--- src/rtl/gnta_pkg.sv ---
package gnta_pkg;

  localparam int unsigned GateBits = 26;
  localparam int unsigned MissCfgBits = 3;
  localparam int unsigned CfgDataBits = 26;
  localparam int unsigned CfgIdxBits = 1;
  localparam int unsigned KindBits = 3;
  localparam int unsigned OutIdBits = 16;
  localparam int unsigned MissBits = 4;

  localparam logic [CfgIdxBits-1:0] CfgGate = 1'd0;
  localparam logic [CfgIdxBits-1:0] CfgMaxMissed = 1'd1;

  localparam logic [GateBits-1:0] GateReset = 26'd1000;
  localparam logic [MissCfgBits-1:0] MaxMissedReset = 3'd3;
  localparam logic [MissBits-1:0] MissSat = 4'd15;

  localparam logic [KindBits-1:0] ResMatched = 3'd0;
  localparam logic [KindBits-1:0] ResCreated = 3'd1;
  localparam logic [KindBits-1:0] ResDropped = 3'd2;
  localparam logic [KindBits-1:0] ResDeleted = 3'd3;
  localparam logic [KindBits-1:0] ResFrameDone = 3'd4;

  // Controller commands to the datapath.
  typedef struct packed {
    logic load;     // capture the detection, clear the search
    logic scan;     // evaluate the slot at the scan index
    logic commit;   // apply match or create
    logic age;      // age the slot at the scan index
    logic purge;    // test/free the slot at the scan index
  } dp_cmd_t;

  // Datapath status to the controller.
  typedef struct packed {
    logic purge_hit;   // slot at the scan index is being deleted
  } dp_sts_t;

endpackage

--- src/rtl/gnta_if.sv ---
interface gnta_in_if #(
  parameter int unsigned COORD_BITS = 12
);
  logic                  valid;
  logic                  ready;
  logic                  kind;
  logic [COORD_BITS-1:0] detection_x;
  logic [COORD_BITS-1:0] detection_y;
  modport source (output valid, kind, detection_x, detection_y, input ready);
  modport sink (input valid, kind, detection_x, detection_y, output ready);
endinterface

interface gnta_out_if;
  logic        valid;
  logic        ready;
  logic [2:0]  result_kind;
  logic [15:0] track_ident;
  logic        is_last;
  modport source (output valid, result_kind, track_ident, is_last, input ready);
  modport sink (input valid, result_kind, track_ident, is_last, output ready);
endinterface

--- src/rtl/gnta_datapath.sv ---
module gnta_datapath #(
  parameter int unsigned MAX_TRACKS = 16,
  parameter int unsigned COORD_BITS = 12,
  parameter int unsigned ID_BITS = 16,
  localparam int unsigned SlotBits = (MAX_TRACKS > 1) ? $clog2(MAX_TRACKS) : 1
) (
  input  logic                               clk_i,
  input  logic                               rst_ni,
  input  gnta_pkg::dp_cmd_t                  cmd_i,
  input  logic [SlotBits-1:0]                slot_i,
  input  logic [COORD_BITS-1:0]              det_x_i,
  input  logic [COORD_BITS-1:0]              det_y_i,
  input  logic [gnta_pkg::GateBits-1:0]      gate_i,
  input  logic [gnta_pkg::MissCfgBits-1:0]   max_missed_i,
  output gnta_pkg::dp_sts_t                  sts_o,
  output logic [gnta_pkg::KindBits-1:0]      det_kind_o,
  output logic [gnta_pkg::OutIdBits-1:0]     det_id_o,
  output logic [gnta_pkg::OutIdBits-1:0]     slot_id_o
);
  import gnta_pkg::*;

  localparam int unsigned DistBits = 2 * COORD_BITS + 1;
  localparam int unsigned CmpBits = (DistBits > GateBits) ? DistBits : GateBits;

  logic [COORD_BITS-1:0] pos_x_q [MAX_TRACKS];
  logic [COORD_BITS-1:0] pos_y_q [MAX_TRACKS];
  logic [ID_BITS-1:0]    ident_q [MAX_TRACKS];
  logic [MissBits-1:0]   miss_q  [MAX_TRACKS];
  logic [MAX_TRACKS-1:0] matched_q, valid_q;
  logic [ID_BITS-1:0]    next_id_q;

  logic [COORD_BITS-1:0] qx_q, qy_q;
  logic                  best_ok_q, free_ok_q;
  logic [SlotBits-1:0]   best_q, free_q;
  logic [DistBits-1:0]   best_d_q;

  logic [COORD_BITS-1:0] dx, dy;
  logic [DistBits-1:0]   sq_dist;
  logic                  hit_match;
  logic [MissBits-1:0]   aged;

  // Squared distance of the scanned slot.
  always_comb begin
    dx = (qx_q >= pos_x_q[slot_i]) ? qx_q - pos_x_q[slot_i] : pos_x_q[slot_i] - qx_q;
    dy = (qy_q >= pos_y_q[slot_i]) ? qy_q - pos_y_q[slot_i] : pos_y_q[slot_i] - qy_q;
    sq_dist = (DistBits'(dx) * DistBits'(dx)) + (DistBits'(dy) * DistBits'(dy));
  end

  assign hit_match = best_ok_q && (CmpBits'(best_d_q) < CmpBits'(gate_i));
  assign aged = matched_q[slot_i] ? '0 :
                (miss_q[slot_i] < MissSat) ? miss_q[slot_i] + 1'b1 : miss_q[slot_i];
  assign sts_o.purge_hit = valid_q[slot_i] &&
                           (miss_q[slot_i] > MissBits'(max_missed_i));

  // Detection result, valid once the scan is done; sampled with the commit.
  always_comb begin
    if (hit_match) begin
      det_kind_o = ResMatched;
      det_id_o   = OutIdBits'(ident_q[best_q]);
    end else if (free_ok_q) begin
      det_kind_o = ResCreated;
      det_id_o   = OutIdBits'(next_id_q);
    end else begin
      det_kind_o = ResDropped;
      det_id_o   = '0;
    end
  end
  assign slot_id_o = OutIdBits'(ident_q[slot_i]);

  // Search registers.
  always_ff @(posedge clk_i) begin
    if (cmd_i.load) begin
      qx_q <= det_x_i;
      qy_q <= det_y_i;
    end
    if (cmd_i.scan && valid_q[slot_i] && !matched_q[slot_i] &&
        (!best_ok_q || sq_dist < best_d_q)) begin
      best_q   <= slot_i;
      best_d_q <= sq_dist;
    end
    if (cmd_i.scan && !valid_q[slot_i] && !free_ok_q) free_q <= slot_i;
  end

  always_ff @(posedge clk_i or negedge rst_ni) begin
    if (!rst_ni) begin
      best_ok_q <= 1'b0;
      free_ok_q <= 1'b0;
    end else if (cmd_i.load) begin
      best_ok_q <= 1'b0;
      free_ok_q <= 1'b0;
    end else if (cmd_i.scan) begin
      if (valid_q[slot_i] && !matched_q[slot_i]) best_ok_q <= 1'b1;
      if (!valid_q[slot_i]) free_ok_q <= 1'b1;
    end
  end

  // Track table payload.
  always_ff @(posedge clk_i) begin
    if (cmd_i.commit) begin
      if (hit_match) begin
        pos_x_q[best_q] <= qx_q;
        pos_y_q[best_q] <= qy_q;
        miss_q[best_q]  <= '0;
      end else if (free_ok_q) begin
        pos_x_q[free_q] <= qx_q;
        pos_y_q[free_q] <= qy_q;
        miss_q[free_q]  <= '0;
        ident_q[free_q] <= next_id_q;
      end
    end
    if (cmd_i.age && valid_q[slot_i]) miss_q[slot_i] <= aged;
  end

  // Track table control bits.
  always_ff @(posedge clk_i or negedge rst_ni) begin
    if (!rst_ni) begin
      matched_q <= '0;
      valid_q   <= '0;
      next_id_q <= '0;
    end else begin
      if (cmd_i.commit) begin
        if (hit_match) begin
          matched_q[best_q] <= 1'b1;
        end else if (free_ok_q) begin
          matched_q[free_q] <= 1'b1;
          valid_q[free_q]   <= 1'b1;
          next_id_q         <= next_id_q + 1'b1;
        end
      end
      if (cmd_i.age) matched_q[slot_i] <= 1'b0;
      if (cmd_i.purge && sts_o.purge_hit) valid_q[slot_i] <= 1'b0;
    end
  end

endmodule

--- src/rtl/gnta_ctrl.sv ---
module gnta_ctrl #(
  parameter int unsigned MAX_TRACKS = 16,
  localparam int unsigned SlotBits = (MAX_TRACKS > 1) ? $clog2(MAX_TRACKS) : 1
) (
  input  logic                            clk_i,
  input  logic                            rst_ni,
  input  logic                            in_valid_i,
  input  logic                            in_kind_i,
  output logic                            in_ready_o,
  output logic                            out_valid_o,
  input  logic                            out_ready_i,
  output gnta_pkg::dp_cmd_t               cmd_o,
  input  gnta_pkg::dp_sts_t               sts_i,
  output logic [SlotBits-1:0]             slot_o,
  input  logic [gnta_pkg::KindBits-1:0]   det_kind_i,
  input  logic [gnta_pkg::OutIdBits-1:0]  det_id_i,
  input  logic [gnta_pkg::OutIdBits-1:0]  slot_id_i,
  output logic [gnta_pkg::KindBits-1:0]   res_kind_o,
  output logic [gnta_pkg::OutIdBits-1:0]  res_id_o,
  output logic                            res_last_o
);
  import gnta_pkg::*;

  localparam logic [2:0] StIdle   = 3'd0;
  localparam logic [2:0] StScan   = 3'd1;
  localparam logic [2:0] StCommit = 3'd2;
  localparam logic [2:0] StAge    = 3'd3;
  localparam logic [2:0] StPurge  = 3'd4;
  localparam logic [2:0] StOut    = 3'd5;

  localparam logic [SlotBits-1:0] LastSlot = SlotBits'(MAX_TRACKS - 1);

  logic [2:0]          state_q, state_d;
  logic [SlotBits-1:0] slot_q, slot_d;
  logic                purge_more_q, purge_more_d;
  logic [KindBits-1:0] kind_q, kind_d;
  logic [OutIdBits-1:0] id_q, id_d;
  logic                last_q, last_d;
  logic                accept;

  assign in_ready_o  = (state_q == StIdle);
  assign accept      = in_valid_i && in_ready_o;
  assign out_valid_o = (state_q == StOut);
  assign slot_o      = slot_q;
  assign res_kind_o  = kind_q;
  assign res_id_o    = id_q;
  assign res_last_o  = last_q;

  // Sequence scan, commit, aging and purge.
  always_comb begin
    state_d      = state_q;
    slot_d       = slot_q;
    purge_more_d = purge_more_q;
    kind_d       = kind_q;
    id_d         = id_q;
    last_d       = last_q;
    cmd_o        = '0;
    case (state_q)
      StIdle: begin
        if (accept) begin
          slot_d     = '0;
          cmd_o.load = !in_kind_i;
          state_d    = in_kind_i ? StAge : StScan;
        end
      end
      StScan: begin
        cmd_o.scan = 1'b1;
        slot_d     = slot_q + 1'b1;
        if (slot_q == LastSlot) state_d = StCommit;
      end
      StCommit: begin
        cmd_o.commit = 1'b1;
        kind_d       = det_kind_i;
        id_d         = det_id_i;
        last_d       = 1'b1;
        state_d      = StOut;
      end
      StAge: begin
        cmd_o.age = 1'b1;
        if (slot_q == LastSlot) begin
          state_d = StPurge;
        end else begin
          slot_d = slot_q + 1'b1;
        end
      end
      StPurge: begin
        cmd_o.purge = 1'b1;
        if (sts_i.purge_hit) begin
          kind_d       = ResDeleted;
          id_d         = slot_id_i;
          last_d       = 1'b0;
          purge_more_d = (slot_q != '0);
          state_d      = StOut;
        end else if (slot_q == '0) begin
          kind_d       = ResFrameDone;
          id_d         = '0;
          last_d       = 1'b1;
          purge_more_d = 1'b0;
          state_d      = StOut;
        end
        if (slot_q != '0) slot_d = slot_q - 1'b1;
      end
      StOut: begin
        if (out_ready_i) begin
          if (last_q) begin
            state_d = StIdle;
          end else if (purge_more_q) begin
            state_d = StPurge;
          end else begin
            kind_d  = ResFrameDone;
            id_d    = '0;
            last_d  = 1'b1;
          end
        end
      end
      default: state_d = StIdle;
    endcase
  end

  always_ff @(posedge clk_i or negedge rst_ni) begin
    if (!rst_ni) begin
      state_q      <= StIdle;
      slot_q       <= '0;
      purge_more_q <= 1'b0;
      last_q       <= 1'b0;
    end else begin
      state_q      <= state_d;
      slot_q       <= slot_d;
      purge_more_q <= purge_more_d;
      last_q       <= last_d;
    end
  end

  always_ff @(posedge clk_i) begin
    kind_q <= kind_d;
    id_q   <= id_d;
  end

endmodule

--- src/rtl/greedy_nearest_track_associator.sv ---
// Greedy nearest-neighbor track associator.
// Detection: an accept, a scan of every slot and a commit, then one result beat.
// End of frame: aging of every slot, then a descending purge of one slot per cycle,
// each deletion beat waiting on the sink, then a frame-done beat.
// One item at a time; the slot scan sets the rate.
// Reset (async, active low) clears the valid and matched bits, id counter and configuration registers.
module greedy_nearest_track_associator #(
  parameter int unsigned MAX_TRACKS = 16,
  parameter int unsigned COORD_BITS = 12,
  parameter int unsigned ID_BITS = 16
) (
  input  logic                                  clk_i,
  input  logic                                  rst_ni,
  input  logic                                  cfg_we_i,
  input  logic [gnta_pkg::CfgIdxBits-1:0]       cfg_idx_i,
  input  logic [gnta_pkg::CfgDataBits-1:0]      cfg_data_i,
  gnta_in_if.sink                               in_if,
  gnta_out_if.source                            out_if
);
  import gnta_pkg::*;

  localparam int unsigned SlotBits = (MAX_TRACKS > 1) ? $clog2(MAX_TRACKS) : 1;

  logic [GateBits-1:0]    gate_q;
  logic [MissCfgBits-1:0] max_missed_q;
  dp_cmd_t                cmd;
  dp_sts_t                sts;
  logic [SlotBits-1:0]    slot;
  logic [KindBits-1:0]    det_kind;
  logic [OutIdBits-1:0]   det_id, slot_id;

  // Configuration registers.
  always_ff @(posedge clk_i or negedge rst_ni) begin
    if (!rst_ni) begin
      gate_q       <= GateReset;
      max_missed_q <= MaxMissedReset;
    end else if (cfg_we_i) begin
      case (cfg_idx_i)
        CfgGate:      gate_q <= cfg_data_i[GateBits-1:0];
        CfgMaxMissed: max_missed_q <= cfg_data_i[MissCfgBits-1:0];
        default: ;
      endcase
    end
  end

  gnta_ctrl #(.MAX_TRACKS(MAX_TRACKS)) u_ctrl (
    .clk_i, .rst_ni,
    .in_valid_i  (in_if.valid),
    .in_kind_i   (in_if.kind),
    .in_ready_o  (in_if.ready),
    .out_valid_o (out_if.valid),
    .out_ready_i (out_if.ready),
    .cmd_o       (cmd),
    .sts_i       (sts),
    .slot_o      (slot),
    .det_kind_i  (det_kind),
    .det_id_i    (det_id),
    .slot_id_i   (slot_id),
    .res_kind_o  (out_if.result_kind),
    .res_id_o    (out_if.track_ident),
    .res_last_o  (out_if.is_last)
  );

  gnta_datapath #(
    .MAX_TRACKS(MAX_TRACKS), .COORD_BITS(COORD_BITS), .ID_BITS(ID_BITS)
  ) u_dp (
    .clk_i, .rst_ni,
    .cmd_i        (cmd),
    .slot_i       (slot),
    .det_x_i      (in_if.detection_x),
    .det_y_i      (in_if.detection_y),
    .gate_i       (gate_q),
    .max_missed_i (max_missed_q),
    .sts_o        (sts),
    .det_kind_o   (det_kind),
    .det_id_o     (det_id),
    .slot_id_o    (slot_id)
  );

endmodule

--- src/flat_wrapper.sv ---
// flat-port wrapper written by rule: the top's interface ports become plain ports
module greedy_nearest_track_associator_flat import gnta_pkg::*;
#(
  parameter int unsigned MAX_TRACKS = 16,
  parameter int unsigned COORD_BITS = 12,
  parameter int unsigned ID_BITS = 16
)
  (clk_i, rst_ni, cfg_we_i, cfg_idx_i, cfg_data_i, in_if_valid, in_if_kind, in_if_detection_x, in_if_detection_y, in_if_ready, out_if_valid, out_if_result_kind, out_if_track_ident, out_if_is_last, out_if_ready);
  gnta_in_if #(.COORD_BITS(COORD_BITS)) in_if_i ();
  gnta_out_if out_if_i ();
  input  logic clk_i;
  input  logic rst_ni;
  input  logic cfg_we_i;
  input  logic [gnta_pkg::CfgIdxBits-1:0] cfg_idx_i;
  input  logic [gnta_pkg::CfgDataBits-1:0] cfg_data_i;
  input wire logic [$bits(in_if_i.valid)-1:0] in_if_valid;
  input wire logic [$bits(in_if_i.kind)-1:0] in_if_kind;
  input wire logic [$bits(in_if_i.detection_x)-1:0] in_if_detection_x;
  input wire logic [$bits(in_if_i.detection_y)-1:0] in_if_detection_y;
  output wire logic [$bits(in_if_i.ready)-1:0] in_if_ready;
  output wire logic [$bits(out_if_i.valid)-1:0] out_if_valid;
  output wire logic [$bits(out_if_i.result_kind)-1:0] out_if_result_kind;
  output wire logic [$bits(out_if_i.track_ident)-1:0] out_if_track_ident;
  output wire logic [$bits(out_if_i.is_last)-1:0] out_if_is_last;
  input wire logic [$bits(out_if_i.ready)-1:0] out_if_ready;
  assign in_if_i.valid = in_if_valid;
  assign in_if_i.kind = in_if_kind;
  assign in_if_i.detection_x = in_if_detection_x;
  assign in_if_i.detection_y = in_if_detection_y;
  assign in_if_ready = in_if_i.ready;
  assign out_if_valid = out_if_i.valid;
  assign out_if_result_kind = out_if_i.result_kind;
  assign out_if_track_ident = out_if_i.track_ident;
  assign out_if_is_last = out_if_i.is_last;
  assign out_if_i.ready = out_if_ready;
  greedy_nearest_track_associator #(.MAX_TRACKS(MAX_TRACKS), .COORD_BITS(COORD_BITS), .ID_BITS(ID_BITS)) u_core (.clk_i(clk_i), .rst_ni(rst_ni), .cfg_we_i(cfg_we_i), .cfg_idx_i(cfg_idx_i), .cfg_data_i(cfg_data_i), .in_if(in_if_i), .out_if(out_if_i));
endmodule
--- config.mk ---
export PLATFORM = sky130hd
export DESIGN_NAME = greedy_nearest_track_associator_flat
export DESIGN_NICKNAME = d
export VERILOG_FILES = /design/src/rtl/gnta_pkg.sv /design/src/rtl/gnta_if.sv /design/src/rtl/gnta_datapath.sv /design/src/rtl/gnta_ctrl.sv /design/src/rtl/greedy_nearest_track_associator.sv /design/src/flat_wrapper.sv
export SDC_FILE = /design/constraint.sdc
export NUM_CORES = 2
export LEC_CHECK = 0
export ABC_AREA = 1
export BUFFER_PORTS_ARGS = -buffer_cell sky130_fd_sc_hd__buf_4
export CAP_MARGIN = 5
export CORE_MARGIN = 1.5
export CORE_UTILIZATION = 55
export CTS_CLUSTER_SIZE = 16
export DETAILED_ROUTE_END_ITERATION = 7
export PLACE_DENSITY = 0.71
export REMOVE_ABC_BUFFERS = 1
export SLEW_MARGIN = 25
export SYNTH_ARGS = -nofsm -noshare
export SYNTH_HDL_FRONTEND = slang
export SYNTH_HIERARCHICAL = 1
export SYNTH_SLANG_ARGS = --single-unit
--- constraint.sdc ---
create_clock -name clk_i -period 12.3 [get_ports clk_i]
set_clock_uncertainty 0.2 [all_clocks]
set_input_delay 2.46 -clock clk_i [delete_from_list [all_inputs] [get_ports clk_i]]
set_output_delay 2.46 -clock clk_i [all_outputs]
set_load 0.005 [all_outputs]
# ---- Yosys cells after proc, flatten, opt, wreduce, memory -nomap -nowiden
# Memories as Yosys holds them, arrays and structs flattened. A register that Yosys moved wholly into a read port is not among the register bits.
# Cells that the tools add are included.
dict set report totals {
  ff_bits 164
  ram_bits 704
  in_bits 57
  output_inout_bits 22
  elab_cells 206
  mem_count 4
}
# memory depth word_bits rd rd_ports_with_merged_regs wr line
set mem_list {}
lappend mem_list {u_core.u_dp.ident_q 16 16 2 1 1 gnta_datapath.sv:27} ;# logic [ID_BITS-1:0] ident_q [MAX_TRACKS];
lappend mem_list {u_core.u_dp.pos_x_q 16 12 1 0 1 gnta_datapath.sv:25} ;# logic [COORD_BITS-1:0] pos_x_q [MAX_TRACKS];
lappend mem_list {u_core.u_dp.pos_y_q 16 12 1 0 1 gnta_datapath.sv:26} ;# logic [COORD_BITS-1:0] pos_y_q [MAX_TRACKS];
lappend mem_list {u_core.u_dp.miss_q 16 4 1 0 1 gnta_datapath.sv:28} ;# logic [MissBits-1:0] miss_q [MAX_TRACKS];
dict set report op_classes {
  addsub 9
  mul 2
  order_cmp 12
  eq_ne 17
  mux 94
  n_bitwise 8
  reduce_logical 42
}
# operator n
set op_table {}
lappend op_table {{$mux 16} 15}
lappend op_table {{$mul 12x12->24} 2}
lappend op_table {{$mux 12} 4}
lappend op_table {{$mux 4} 12}
lappend op_table {{$or 16x16->16} 3}
lappend op_table {{$pmux 16 s3} 1}
lappend op_table {{$sub 12x12->12} 4}
lappend op_table {{$mux 3} 13}
lappend op_table {{$mux 1} 37}
lappend op_table {{$and 16x16->16} 2}
lappend op_table {{$lt 25x26->1} 1}
lappend op_table {{$add 24x24->25} 1}
lappend op_table {{$lt 25x25->1} 1}
lappend op_table {{$ge 12x12->1} 2}
lappend op_table {{$reduce_or 12->1} 2}
lappend op_table {{$pmux 3 s6} 1}
lappend op_table {{$add 16x1->16 const B} 1}
lappend op_table {{$not 16->16} 1}
lappend op_table {{$pmux 4 s4} 1}
lappend op_table {{$lt 4x5->1 const B} 3}
lappend op_table {{$logic_and 1x1->1} 14}
lappend op_table {{$demux 1 s4} 3}
lappend op_table {{$ge 4x1->1 const B} 3}
lappend op_table {{$ne 2x2->1 const B} 6}
lappend op_table {{29 further kinds} 51}

# ---- Depth between registers and ports, before layout
dict set report depth {
  depth_word 10
  mapped_depth 59
  depth_no_buf 54
}

# ---- By module
# The synthesis kept the hierarchy.
# mod instances cells_each area_each_um2 seq_area_each_um2
set by_module_without_submodules {}
lappend by_module_without_submodules {gnta_datapath 1 4203 45180.8 24183.2}
lappend by_module_without_submodules {gnta_ctrl 1 161 1530.2 795.8}
lappend by_module_without_submodules {greedy_nearest_track_associator 1 126 1164.9 735.7}

# ---- Worst setup path after synthesis
# OpenSTA, ideal clock, no wires.
dict set report synth_path {
  path_kind {register to register}
  start {register u_core.u_ctrl.slot_q[0] (netlist: u_core/u_ctrl/slot_o[0])}
  end {register u_core.u_dp.best_d_q[0] (enable)}
  setup_time_ns 0.384
  arrival_time_ns 10.307
  required_time_ns 11.716
  path_slack_ns 1.410
  stages_incl_launch_ff 51
  n_path_buf 6
  period_less_slack_ns 10.890
  cell_sequence {dfrtp_1 > nor2_2 > buf_6 > buf_2 > buf_1 > buf_1 > a22oi_1 > nand2_1 > nand2_1 > nand4_1 > ha_1 > inv_1 > fa_1 > a21oi_1 > inv_1 > o21bai_1 > nand3b_1 > buf_2 > [15 not listed] > ha_1 > nand2_1 > inv_1 > a21oi_1 > o21ai_0 > a21boi_0 > o21bai_1 > xor2_1 > ha_1 > nand2_1 > inv_1 > nand3_1 > a31oi_1 > nor4_1 > nand3_1 > nand2_1 > nand2_2 > inv_1}
}
dict set report synth_between {
  elab_chain_len 8
  elab_cells_between_ends 23
  classes_between {add/sub: 5; mul: 2; order compare: 3; mux: 6; reduce/logical: 5; memory: 2}
}
# element line
set synth_rtl {}
lappend synth_rtl {{start, declared} gnta_ctrl.sv:34} ;# logic [SlotBits-1:0] slot_q, slot_d;
lappend synth_rtl {{start signal, assigned} gnta_ctrl.sv:128} ;# slot_q <= slot_d;
lappend synth_rtl {{$mem_v2 16x12, on equally long branches} n/a}
lappend synth_rtl {{$sub 12x12->12 (tied with other cells)} gnta_datapath.sv:44} ;# dx = (qx_q >= pos_x_q[slot_i]) ? qx_q - pos_x_q[slot_i] : pos_x_q[slot_i] - qx_q;
lappend synth_rtl {{$mux 12, on equally long branches} {gnta_datapath.sv:44, gnta_datapath.sv:45}}
lappend synth_rtl {{$mul 12x12->24} gnta_datapath.sv:46} ;# sq_dist = (DistBits'(dx) * DistBits'(dx)) + (DistBits'(dy) * DistBits'(dy));
lappend synth_rtl {{$add 24x24->25 (*)} gnta_datapath.sv:46}
lappend synth_rtl {{named net u_core.u_dp.sq_dist[20]} gnta_datapath.sv:38} ;# logic [DistBits-1:0] sq_dist;
lappend synth_rtl {{$lt 25x25->1 (*)} gnta_datapath.sv:77} ;# (!best_ok_q || sq_dist < best_d_q)) begin
lappend synth_rtl {{$logic_or 1x1->1 (*)} gnta_datapath.sv:77}
lappend synth_rtl {{$logic_and 1x1->1 (*)} gnta_datapath.sv:76} ;# if (cmd_i.scan && valid_q[slot_i] && !matched_q[slot_i] &&
lappend synth_rtl {{end signal, assigned} gnta_datapath.sv:79} ;# best_d_q <= sq_dist;
lappend synth_rtl {{end, declared} gnta_datapath.sv:35} ;# logic [DistBits-1:0] best_d_q;
# The timed path passes the listed nets; every way through them passes the cells marked *. The select of a mux whose other input is x is not followed.
# A chain may end at the register's enable or synchronous reset.

# ---- Final worst setup path
dict set report layout_path {
  start {register u_core.u_ctrl.slot_q[0] (netlist: u_core/u_ctrl/slot_o[0])}
  end {register u_core.u_dp.best_d_q[22] (enable)}
}
# The elaborated chain is that of the path after synthesis.

==> out/results.tsv <==
metric	value	unit
dp_hpwl	82200	um
initial_utilization	55.4	%
status	complete, no violations	
hp-start	u_core/gate_q[3]	
synth_adder_area_share	14.0	%
hold_viol	0	
area_growth_syn_to_layout	10.4	%
r2r-start	u_core/u_ctrl/slot_o[0]	
placed_cells	5625	
final_cells	5792	
maxSlewViolCount	0	
min_period	11.47	ns
clockBufferDepth	3	
synth_mux_area_share	0.0209	%
gr-usage-all-layers	28.6	%
worstMarginPinSlew	1.12	ns
num_antenna_cells	0	
synth_edf_count	780	
slew_headroom	25.6	%
num_vias	34400	
gr-total-overflow	0	
cts_sinks	872	
synthSimpleGateAreaFrac	12.2	%
multi_input_area	0.0192	mm^2
wl_per_cell	22.0	um
finalWirelength	127000	um
worst_path_max_delay_cell	fa_1	
maxCapViolCount	0	
grt_max_degree	101	
port_buffers	78	
post-route-cell-area	0.0529	mm^2
grt_pass1_wl	195000	um
synth_compound_area_share	12.3	%
cp_common_cell	nand2_1	
final_cell_mix	edfxtp_1 (780), nand2_1 (699), inv_1 (562), nor2_1 (468), a22oi_1 (364)	
synth_area_per_cell	10.7	um^2
critPathMaxStageDelay	0.55	ns
synth_top_family_by_area	adder cells	
cp.required	12.43	ns
rows	108	
synth-xor-area-share	1.41	%
drt_iter0_markers	3601	
pin_count	79	
mostFrequentLayoutCell	edfxtp_1	
clkTransAtPathRegs	0.06	ns
drcViolationCount	0	
clockRootBuffer	clkbuf_16	
timing.reg2reg.worst_path_depth	48	
die-area	0.0888	mm^2
die_h	298	um
r2r_setup_slack	0.83	ns
start_kind	register	
hold_class	register to register	
regArea	0.0257	mm^2
routed_via_density	5.94	
gp_congestion	0.970	
setup_viol	0	
yosysUniqueCellTypes	60	
placed_area	0.0499	mm^2
synth_top_flop_cell	edfxtp_1	
first_global_vias	33800	
first_pass_iters	6	
synthCells	4490	
fin_nets	5035	
final_util	61.1	%
min_to	u_core/gate_q[3]	
coreArea	0.0865	mm^2
cts_tree	built	
hold-path-cell-count	2	
synth_area	0.0479	mm^2
clock_latency	0.65	ns
clock.fmax	0.0872	GHz
die_w	298	um
h-tree-depth	3	
ys_warn_count	6	
endpoint_kind	register	
r2r-end	u_core/u_dp/best_d_q[22]	
synth-seq-area-share	53.7	%
numCtsBuffers	88	
rsz0062_at_grt	false	
worstSetupPathType	register to register	
ant_nets	0	
antenna_found_initial	0	
period_share	93.2	%
worst-path-max-fanout	57	
async_flop_share	10.1	%
arrival	11.59	ns
drive_gt1_share	8.39	%
n_fill_cell	6896	
synth_seq_cells	872	
holdBufCountCts	0	
-- state kept, by name, summed over array words and instances (netlist names), named ones only --
name,flops
u_core/u_dp/ident_q,256
u_core/u_dp/pos_x_q,192
u_core/u_dp/pos_y_q,192
u_core/u_dp/miss_q,64
u_core/gate_q,26
u_core/u_dp/best_d_q,25
u_core/u_ctrl/res_id_o,16
u_core/u_dp/matched_q,16
u_core/u_dp/next_id_q,16
u_core/u_dp/valid_q,16
u_core/u_dp/qx_q,12
u_core/u_dp/qy_q,12
u_core/u_ctrl/slot_o,4
u_core/u_dp/best_q,4
u_core/u_dp/free_q,4
u_core/max_missed_q,3
u_core/u_ctrl/res_kind_o,3
u_core/u_ctrl/state_q,3
u_core/u_ctrl/purge_more_q,1
u_core/u_ctrl/res_last_o,1
u_core/u_dp/best_ok_q,1
u_core/u_dp/free_ok_q,1
-- synthesized netlist by cell type (all sizes together) (17+ instances only) --
library cell	instances	area, um^2
inv	584	2190
ha	208	2600
a22o	19	166
nand2	708	2690
clkbuf	113	425
o21ai	238	1200
xor2	65	569
nor3	29	156
o22ai	67	419
o21bai	17	128
a22oi	364	2730
nand3	116	601
fa	205	4100
nor2	486	1870
buf	82	432
a21oi	179	900
dfrtp	80	2000
edfxtp	780	23400
nand4	39	244
-- per-layer routing --
metal	global-route usage, %	vias to the layer above	wire length (um)
met4	10.2	0	4260
met3	3.81	312	10600
met5	0	-	0
li1	-	15700	-
met2	47.3	1707	61000
met1	39.1	16700	51300
-- repair_timing --
action	in CTS	in global routing
endpoints found under the setup margin	0	29
resized for setup	0	9
setup buffers	0	5
-- critical path, delay by kind of cell (launching register included) --
family / cells / cell delay [ns]
adder cells (fa/ha/maj): 10 / 4.54
AND/OR/NAND/NOR: 20 / 2.87
buffers and inverters: 10 / 1.54
AO/OA/AOI/OAI: 7 / 1.27
flip-flops: 1 / 0.44
XOR/XNOR: 1 / 0.24
-- worst max-delay path by stage --
stage,startpoint,to,depth (start not counted)
2_1_floorplan,u_core/u_ctrl/slot_o[0],u_core/u_dp/best_d_q[0],44
3_3_place_gp,u_core/u_ctrl/slot_o[1],u_core/u_dp/best_d_q[24],47
3_5_place_dp,u_core/u_ctrl/slot_o[0],u_core/u_dp/best_d_q[24],51
4_1_cts,u_core/u_ctrl/slot_o[0],u_core/u_dp/best_d_q[22],54
5_1_grt,u_core/u_ctrl/slot_o[0],u_core/u_dp/best_d_q[18],51
6_report,u_core/u_ctrl/slot_o[0],u_core/u_dp/best_d_q[22],48
-- per-stage QoR --
stage	setup slack (ns)	hold WS [ns]	setup TNS, ns
final	0.834	0.264	0
after global routing	0.00387	0.281	0
after CTS	0.706	0.265	0
after detailed placement	0.716	0.255	0
after global placement	0.960	0.253	0
after floorplan	-1.52	0.242	-47.17
-- cells by family (layout without fill, tap and decap cells) --
kind of cell / after synthesis / after routing
compound gates: 926 / 926
xor+xnor: 77 / 77
fa+ha+maj: 413 / 413
buf+inv: 784 / 931
flops: 872 / 872
mux: 1 / 1
other cells: 1 / 1
simple gates: 1416 / 1416
-- layout make-up --
| cell class | count | area share, % |
|---|---|---|
| clock inverters | 47 | 0.987 |
| flip-flops and latches | 872 | 48.6 |
| well taps | 1155 | 2.73 |
| repair buffers | 180 | 2.65 |
| multi-input cells | 2834 | 36.3 |
| clock buffers | 115 | 4.49 |
| inverters | 589 | 4.20 |
Power is not shown: default switching activity piles up to over one toggle a cycle in this logic, so the estimate is an artifact.
